--- src/hdl/ptlru_pkg.sv ---
// Shared types and constants for the page translation unit with LRU replacement.
`default_nettype none

package ptlru_pkg;

    localparam int VA_W       = 12;
    localparam int PHYS_W     = 10;
    localparam int FAULT_W    = 16;
    localparam int STAMP_W    = 32;
    localparam int IDX_MAX_W  = 6;
    localparam int PAGE_MAX_W = 10;

    localparam logic [FAULT_W-1:0] FAULT_MAX = 16'hFFFF;

    typedef struct packed {
        logic                  valid;
        logic                  have;
        logic                  free;
        logic [IDX_MAX_W-1:0]  idx;
        logic [STAMP_W-1:0]    stamp;
        logic [PAGE_MAX_W-1:0] owner;
    } t_cand;

    typedef struct packed {
        logic                  en;
        logic                  take;
        logic [IDX_MAX_W-1:0]  idx;
        logic [STAMP_W-1:0]    stamp;
        logic [PAGE_MAX_W-1:0] owner;
    } t_cell_wr;

endpackage

`default_nettype wire

--- src/hdl/page_translate_lru_unit.sv ---
// Top level of the demand-paging address translator with LRU frame replacement.
//
// The input channel takes one 12-bit virtual address per word (i_valid, o_stall).
// The output channel returns one word per input: the physical address, a page
// fault flag and the saturating fault total (o_valid, i_stall).
// The page table sits in a memory of PAGE_COUNT entries with one read and one
// write port. Frames 1 to FRAME_COUNT-1 live in a row of cells; on a miss a
// search word walks the row, one cell per cycle, and picks the lowest free
// frame or else the least recently used one.
// With a power-of-two PAGE_COUNT the page number is cut from the address bits;
// a hit then passes the states read, look, update and output, and a miss passes
// read, look, scan, fill and output, held in scan for the walk through the cell
// row. Otherwise the page number is reduced by a reciprocal multiply and a
// subtract in the states mod and rem before the read.
// After reset the block clears the page table, one entry per cycle, with o_stall
// high. A result waits in the output register while i_stall is high; the next
// word is still taken and worked on, and only its final write to the output
// register waits.
`default_nettype none

module page_translate_lru_unit #(
    parameter int PAGE_COUNT  = 32,
    parameter int FRAME_COUNT = 8,
    parameter int OFFSET_BITS = 7
) (
    input  wire logic                         i_clk,
    input  wire logic                         i_rst_n,
    input  wire logic                         i_valid,
    output logic                              o_stall,
    input  wire logic [ptlru_pkg::VA_W-1:0]   i_virtual_address,
    output logic                              o_valid,
    input  wire logic                         i_stall,
    output logic [ptlru_pkg::PHYS_W-1:0]      o_physical_address,
    output logic                              o_page_fault,
    output logic [ptlru_pkg::FAULT_W-1:0]     o_fault_total
);
    import ptlru_pkg::*;

    localparam int PAGE_W    = $clog2(PAGE_COUNT);
    localparam int FRAME_W   = $clog2(FRAME_COUNT);
    localparam int OFF_EFF   = (OFFSET_BITS > VA_W) ? VA_W : OFFSET_BITS;
    localparam int RAW_W     = (VA_W - OFF_EFF > 0) ? (VA_W - OFF_EFF) : 1;
    localparam int MOD_W     = RAW_W + PAGE_W + 1;
    localparam int RECIP_SH  = RAW_W + PAGE_W;
    localparam int PROD_W    = RAW_W + RECIP_SH;
    localparam bit PAGE_POW2 = ((PAGE_COUNT & (PAGE_COUNT - 1)) == 0);

    localparam logic [RECIP_SH-1:0] RECIP = RECIP_SH'(
        ((64'd1 << RECIP_SH) + 64'(PAGE_COUNT) - 64'd1) / 64'(PAGE_COUNT));
    localparam logic [31:0]         OFF_MASK32 = (32'd1 << OFFSET_BITS) - 32'd1;

    typedef enum logic [3:0] {
        S_CLEAR,
        S_IDLE,
        S_MOD,
        S_REM,
        S_READ,
        S_LOOK,
        S_UPD,
        S_SCAN,
        S_FILL,
        S_OUT
    } t_state;

    t_state               r_state;
    logic [PAGE_W-1:0]    r_clr;
    logic [VA_W-1:0]      r_va;
    logic [PAGE_W-1:0]    r_page;
    logic [RAW_W-1:0]     r_raw;
    logic [RAW_W-1:0]     r_quo;
    logic [FRAME_W-1:0]   r_frame;
    logic                 r_fault;
    logic [STAMP_W-1:0]   r_clock;
    logic [FAULT_W-1:0]   r_fcnt;
    logic                 r_out_valid;
    logic [PHYS_W-1:0]    r_out_pa;
    logic                 r_out_fault;
    logic [FAULT_W-1:0]   r_out_total;

    logic [FRAME_W:0]     r_mem [PAGE_COUNT];
    logic [FRAME_W:0]     r_rd;
    logic                 w_we;
    logic [PAGE_W-1:0]    w_waddr;
    logic [FRAME_W:0]     w_wdata;

    t_cand                w_cand [FRAME_COUNT];
    t_cand                w_final;
    t_cell_wr             w_wr;

    logic [31:0]          w_in_raw32;
    logic [31:0]          w_offset32;
    logic [31:0]          w_phys32;
    logic [PROD_W-1:0]    w_prod;
    logic [MOD_W-1:0]     w_rem;

    assign w_in_raw32 = 32'(i_virtual_address) >> OFFSET_BITS;
    assign w_offset32 = 32'(r_va) & OFF_MASK32;
    assign w_phys32   = (32'(r_frame) << OFFSET_BITS) + w_offset32;
    assign w_final    = w_cand[FRAME_COUNT-1];
    assign w_prod     = PROD_W'(r_raw) * PROD_W'(RECIP);
    assign w_rem      = MOD_W'(r_raw) - MOD_W'(r_quo) * MOD_W'(PAGE_COUNT);

    always_comb begin
        w_cand[0]       = '0;
        w_cand[0].valid = (r_state == S_LOOK) && !r_rd[FRAME_W];
    end

    for (genvar g = 1; g < FRAME_COUNT; g++) begin : g_cell
        ptlru_cell #(
            .FRAME_IDX (g)
        ) u_cell (
            .i_clk   (i_clk),
            .i_rst_n (i_rst_n),
            .i_cand  (w_cand[g-1]),
            .i_wr    (w_wr),
            .o_cand  (w_cand[g])
        );
    end

    always_comb begin
        w_we    = 1'b0;
        w_waddr = r_page;
        w_wdata = '0;
        unique case (r_state)
            S_CLEAR: begin
                w_we    = 1'b1;
                w_waddr = r_clr;
            end
            S_SCAN: begin
                w_we    = w_final.valid && !w_final.free;
                w_waddr = w_final.owner[PAGE_W-1:0];
            end
            S_FILL: begin
                w_we    = 1'b1;
                w_wdata = {1'b1, r_frame};
            end
            default: begin
                w_we = 1'b0;
            end
        endcase
    end

    always_comb begin
        w_wr       = '0;
        w_wr.idx   = IDX_MAX_W'(r_frame);
        w_wr.stamp = r_clock;
        w_wr.owner = PAGE_MAX_W'(r_page);
        unique case (r_state)
            S_UPD: begin
                w_wr.en = 1'b1;
            end
            S_FILL: begin
                w_wr.en   = 1'b1;
                w_wr.take = 1'b1;
            end
            default: begin
                w_wr.en = 1'b0;
            end
        endcase
    end

    always_ff @(posedge i_clk) begin
        if (w_we) begin
            r_mem[w_waddr] <= w_wdata;
        end
        r_rd <= r_mem[r_page];
    end

    always_ff @(posedge i_clk) begin
        if (!i_rst_n) begin
            r_state     <= S_CLEAR;
            r_clr       <= '0;
            r_clock     <= '0;
            r_fcnt      <= '0;
            r_out_valid <= 1'b0;
        end else begin
            if (r_out_valid && !i_stall && (r_state != S_OUT)) begin
                r_out_valid <= 1'b0;
            end
            unique case (r_state)
                S_CLEAR: begin
                    if (r_clr == PAGE_W'(PAGE_COUNT - 1)) begin
                        r_state <= S_IDLE;
                    end else begin
                        r_clr <= r_clr + 1'b1;
                    end
                end
                S_IDLE: begin
                    if (i_valid) begin
                        r_va <= i_virtual_address;
                        if (PAGE_POW2) begin
                            r_page  <= w_in_raw32[PAGE_W-1:0];
                            r_state <= S_READ;
                        end else begin
                            r_raw   <= w_in_raw32[RAW_W-1:0];
                            r_state <= S_MOD;
                        end
                    end
                end
                S_MOD: begin
                    r_quo   <= w_prod[PROD_W-1:RECIP_SH];
                    r_state <= S_REM;
                end
                S_REM: begin
                    r_page  <= w_rem[PAGE_W-1:0];
                    r_state <= S_READ;
                end
                S_READ: begin
                    r_state <= S_LOOK;
                end
                S_LOOK: begin
                    r_clock <= r_clock + 32'd1;
                    r_fault <= !r_rd[FRAME_W];
                    r_frame <= r_rd[FRAME_W-1:0];
                    r_state <= r_rd[FRAME_W] ? S_UPD : S_SCAN;
                end
                S_UPD: begin
                    r_state <= S_OUT;
                end
                S_SCAN: begin
                    if (w_final.valid) begin
                        r_frame <= w_final.idx[FRAME_W-1:0];
                        r_state <= S_FILL;
                    end
                end
                S_FILL: begin
                    if (r_fcnt != FAULT_MAX) begin
                        r_fcnt <= r_fcnt + 1'b1;
                    end
                    r_state <= S_OUT;
                end
                S_OUT: begin
                    if (!r_out_valid || !i_stall) begin
                        r_out_valid <= 1'b1;
                        r_out_pa    <= w_phys32[PHYS_W-1:0];
                        r_out_fault <= r_fault;
                        r_out_total <= r_fcnt;
                        r_state     <= S_IDLE;
                    end
                end
                default: begin
                    r_state <= S_CLEAR;
                end
            endcase
        end
    end

    assign o_stall            = (r_state != S_IDLE);
    assign o_valid            = r_out_valid;
    assign o_physical_address = r_out_pa;
    assign o_page_fault       = r_out_fault;
    assign o_fault_total      = r_out_total;

endmodule

`default_nettype wire

--- src/hdl/ptlru_cell.sv ---
// One frame cell: holds a frame's free flag, last-use stamp and owner page, and passes the search word on.
`default_nettype none

module ptlru_cell #(
    parameter int FRAME_IDX = 1
) (
    input  wire logic                i_clk,
    input  wire logic                i_rst_n,
    input  wire ptlru_pkg::t_cand    i_cand,
    input  wire ptlru_pkg::t_cell_wr i_wr,
    output ptlru_pkg::t_cand         o_cand
);
    import ptlru_pkg::*;

    localparam logic [IDX_MAX_W-1:0] MY_IDX = IDX_MAX_W'(FRAME_IDX);

    logic                  r_free;
    logic [STAMP_W-1:0]    r_stamp;
    logic [PAGE_MAX_W-1:0] r_owner;
    t_cand                 r_cand;
    t_cand                 n_cand;
    logic                  w_sel;

    assign w_sel = i_wr.en && (i_wr.idx == MY_IDX);

    // A free frame wins over any used one; among used frames the oldest stamp wins,
    // and an equal stamp keeps the lower index already in the word.
    always_comb begin
        n_cand = i_cand;
        if (i_cand.valid && !i_cand.free) begin
            if (r_free) begin
                n_cand.have  = 1'b1;
                n_cand.free  = 1'b1;
                n_cand.idx   = MY_IDX;
                n_cand.stamp = r_stamp;
                n_cand.owner = r_owner;
            end else if (!i_cand.have || (r_stamp < i_cand.stamp)) begin
                n_cand.have  = 1'b1;
                n_cand.free  = 1'b0;
                n_cand.idx   = MY_IDX;
                n_cand.stamp = r_stamp;
                n_cand.owner = r_owner;
            end
        end
    end

    always_ff @(posedge i_clk) begin
        if (!i_rst_n) begin
            r_free       <= 1'b1;
            r_stamp      <= '0;
            r_cand.valid <= 1'b0;
        end else begin
            r_cand <= n_cand;
            if (w_sel) begin
                r_stamp <= i_wr.stamp;
                if (i_wr.take) begin
                    r_free <= 1'b0;
                end
            end
        end
    end

    always_ff @(posedge i_clk) begin
        if (w_sel && i_wr.take) begin
            r_owner <= i_wr.owner;
        end
    end

    assign o_cand = r_cand;

endmodule

`default_nettype wire

--- config.mk ---
export PLATFORM = sky130hd
export DESIGN_NAME = page_translate_lru_unit
export DESIGN_NICKNAME = d
export VERILOG_FILES = /design/src/hdl/ptlru_pkg.sv /design/src/hdl/page_translate_lru_unit.sv /design/src/hdl/ptlru_cell.sv
export SDC_FILE = /design/constraint.sdc
export NUM_CORES = 1
export LEC_CHECK = 0
export BUFFER_PORTS_ARGS = -buffer_cell sky130_fd_sc_hd__buf_4
export CORE_MARGIN = 1
export CORE_UTILIZATION = 50
export CTS_CLUSTER_SIZE = 40
export DETAILED_ROUTE_END_ITERATION = 8
export PLACE_DENSITY = 0.66
export SYNTH_ARGS = -nofsm -noshare
export SYNTH_HDL_FRONTEND = slang
export SYNTH_SLANG_ARGS = --single-unit
--- constraint.sdc ---
create_clock -name i_clk -period 3.11 [get_ports i_clk]
set_clock_uncertainty 0.2 [all_clocks]
set_input_delay 0.1555 -clock i_clk [delete_from_list [all_inputs] [get_ports i_clk]]
set_output_delay 0.1555 -clock i_clk [all_outputs]
set_load 0.1 [all_outputs]
==> flow_metrics.env <==
export IMPL_ant_nets=0
export IMPL_path_clk_slew_ns=0.06
export IMPL_rr_startpoint="g_cell[2].u_cell.o_cand[31]"
export IMPL_viasPerCell=5.60
export IMPL_power_density_nw_per_um2=582
export IMPL_cts_tree="yes"
export IMPL_seqCellArea_um2=19900
export IMPL_worstReg2RegEnd="g_cell[3].u_cell.o_cand[2]"
export IMPL_worst_setup_path_end_kind="register"
export IMPL_die_area_um2=68500
export IMPL_syn2layout_area_growth_pct=13.7
export IMPL_syn_area_per_cell_um2=11.5
export IMPL_grt_overflow=0
export IMPL_grt_start_max_net_pins=104
export IMPL_reg2reg_slack_ns=0.13
export IMPL_post_route_util=0.579
export IMPL_cts_buffers_inserted=79
export IMPL_finalWirelength_um=78700
export IMPL_synth_top_cell_area_share=0.411
export IMPL_cts_root_buffer="clkbuf_16"
export IMPL_yosys_area_top_type="edfxtp_1"
export IMPL_drv_slew=0
export IMPL_yosysSeqAreaShare=0.589
export IMPL_io_pins=45
export IMPL_status="finished, final reports clean"
export IMPL_grt_pass1_vias=21700
export IMPL_finalInstanceArea_um2=38400
export IMPL_ys_flop_type="edfxtp_1"
export IMPL_hold_class="input port to register"
export IMPL_synth_seq_cells=762
export IMPL_cts_max_level=3
export IMPL_startpoint_type="register"
export IMPL_synthDistinctLibCells=65
export IMPL_rows=94
export IMPL_relSlewSlack=0.463
export IMPL_die_w_um=262
export IMPL_p_leak_nw=14.4
export IMPL_placed_cell_area_um2=35500
export IMPL_vias=22200
export IMPL_detail_route_wl_per_cell_um=19.9
export IMPL_clkLatencyLatePin_ns=0.63
export IMPL_port_buffers=44
export IMPL_worstHoldStart="i_virtual_address[4]"
export IMPL_drive_above_1_share=0.173
export IMPL_antenna_found_initial=0
export IMPL_path_class="register to register"
export IMPL_finalSetupViolCount=0
export IMPL_cts_max_path_buffers=3
export IMPL_whs_endpoint="r_va[4]"
export IMPL_die_h_um=262
export IMPL_syn_cell_area_um2=33700
export IMPL_drc=0
export IMPL_period_share=0.959
export IMPL_grt_pass1_wl_um=123000
export IMPL_dp_hpwl_um=53700
export IMPL_hold_viol=0
export IMPL_cap_violations=0
export IMPL_multi_input_area_um2=12500
export IMPL_min_path_cells=2
export IMPL_synth_nets=3149
export IMPL_coreArea_um2=66200
export IMPL_netlist_top_cells_area="edfxtp_1 41%, dfxtp_1 18%, ha_1 7.0%"
export IMPL_async_flop_share=0
export IMPL_preCtsSetupSlack_ns=-0.137
export IMPL_layout_min_cycle_time_ns=2.98
export IMPL_gp_congestion=0.864
export IMPL_tightest_slew_ns=0.805
export IMPL_dp_cells=3794
export IMPL_final_cells=3960
export IMPL_setup_slack_ns=0.126
export IMPL_fmaxAchievable_ghz=0.335
export IMPL_ys_warn_count=0
export IMPL_cts_sinks=762
export IMPL_worst_ep_required_time_ns=3.27
export IMPL_vdd_drop_max_uv=490
export IMPL_syn_inst=2943
export IMPL_path_max_fanout=7
export IMPL_n_fill_cell=5353
export IMPL_final_nets=3236
export IMPL_track_usage=0.232
export IMPL_power_mw=22.3
export IMPL_rsz0062_at_grt="false"
export IMPL_initial_core_util=0.509
export IMPL_drtPass1Iterations=6
export IMPL_synth_edf_count=462
export IMPL_dr_first_iter_drc_count=1940
export IMPL_rr_worst_depth=10
export IMPL_arrival_ns=3.15
[Yosys cell counts, types with 6 or more instances]
master       n
a21o_1      11
a21oi_1    309
a2bb2oi_1    7
and2_1      18
and3_1      50
buf_2       39
clkbuf_1   114
dfxtp_1    300
edfxtp_1   462
ha_1       190
inv_1      198
mux2_1      12
mux2_2     175
mux2_4      10
mux4_2      40
nand2_1    556
nand2b_1    22
nand3_1     23
nand4_1     38
nand4b_1     6
nor2_1     125
nor2b_1     20
nor3_1      19
nor4_1      10
o21a_1       7
o21ai_0     40
or2_2       13
or3_1        9
xnor2_1     25
xor2_1      22
[logic make-up (layout without fill, tap and decap cells)]
| logic type | after synthesis | count (layout) | share of synthesized area |
|---|---|---|---|
| simple gates | 929 | 929 | 0.123 |
| flops | 762 | 762 | 0.589 |
| compound gates | 415 | 415 | 0.0685 |
| buf+inv | 360 | 512 | 0.0426 |
| mux | 240 | 240 | 0.0945 |
| fa+ha+maj | 190 | 190 | 0.0705 |
| xor+xnor | 47 | 47 | 0.0122 |
| other cells | 0 | 1 | 0 |
[layout make-up]
class	count	area share
antenna	1	0.0000652
clock buffer	101	0.0566
clock inverter	45	0.0126
inverter	199	0.0197
multi-input combinational	1821	0.325
sequential	762	0.518
tap	864	0.0282
timing repair buffer	167	0.0392
[power breakdown]
group          internal (mW)  switching [mW]  total (mW)
Sequential              11.1           0.161        11.2
Clock                   5.65            4.02        9.67
Combinational          0.515           0.893        1.41
Total                   17.2            5.07        22.3
[registers in the layout (all words and copies together) (netlist names), 3 cells and up]
signal and count:
r_page 5, r_frame 3, r_mem 128, g_cell.u_cell.r_stamp 224
r_rd 4, r_fcnt 16, g_cell.u_cell.r_owner 35, r_va 7
g_cell.u_cell.o_cand 263, r_clock 32, r_state 4, o_physical_address 10
o_fault_total 16, g_cell.u_cell.r_free 7, r_clr 5
[metrics by stage]
stage | TNS, ns | hold WS, ns
after CTS | 0 | 0.00705
after floorplan | 0 | 0.0544
after global placement | -0.590 | 0.134
final | 0 | 0.0431
after global routing | 0 | 0.0331
after detailed placement | -0.657 | 0.135
[cell usage in the layout (no fill, tap or decap), types with 14 or more instances in the layout]
master,count
buf_12,14
nor3_1,18
and2_1,18
and3_1,50
nor2b_1,20
xor2_1,22
nor2_1,121
inv_1,198
dlygate4sd3_1,15
mux2_2,175
o21ai_0,40
a21oi_1,309
clkinv_2,17
mux4_2,40
nand3_1,23
ha_1,190
nand2b_1,22
xnor2_1,25
nand2_1,556
nand4_1,38
buf_4,134
edfxtp_1,462
dfxtp_1,300
clkbuf_16,82
[worst max path at each step]
stage	startpoint	end	slack, ns	cells after the start
floorplan	g_cell[1].u_cell.o_cand[17]	g_cell[2].u_cell.o_cand[24]	0.38	9
global placement	g_cell[6].u_cell.o_cand[12]	g_cell[7].u_cell.o_cand[2]	-0.12	9
detailed placement	g_cell[6].u_cell.o_cand[12]	g_cell[7].u_cell.o_cand[4]	-0.14	9
CTS	g_cell[3].u_cell.o_cand[17]	g_cell[4].u_cell.o_cand[41]	0.03	9
global route	g_cell[2].u_cell.o_cand[11]	g_cell[3].u_cell.o_cand[0]	0.003	9
finish	g_cell[2].u_cell.o_cand[31]	g_cell[3].u_cell.o_cand[2]	0.13	10
[timing repair]
action	4_1_cts	5_1_grt
resized for setup	1	5
hold buffers	15	0
hold endpoints to repair	75	0
endpoints found under the setup margin	5	56
buffers inserted	0	3
pin swaps	0	1
gates cloned	0	1
[critical path: stages (launching register included)]
cell      delay, ns
edfxtp_1       0.42
inv_1          0.06
ha_1           0.30
a21oi_1        0.14
o21ai_0        0.12
a221oi_2       0.27
a31oi_1        0.18
a311oi_4       0.36
buf_4          0.21
buf_12         0.12
mux2_2         0.33
[per-layer routing]
metal | GRT usage | share of wire
met5 | 0 | 0
met2 | 0.356 | 0.45
met4 | 0.0564 | 0.015
met1 | 0.348 | 0.47
met3 | 0.0300 | 0.060
Power figures use the tool's default switching activity.
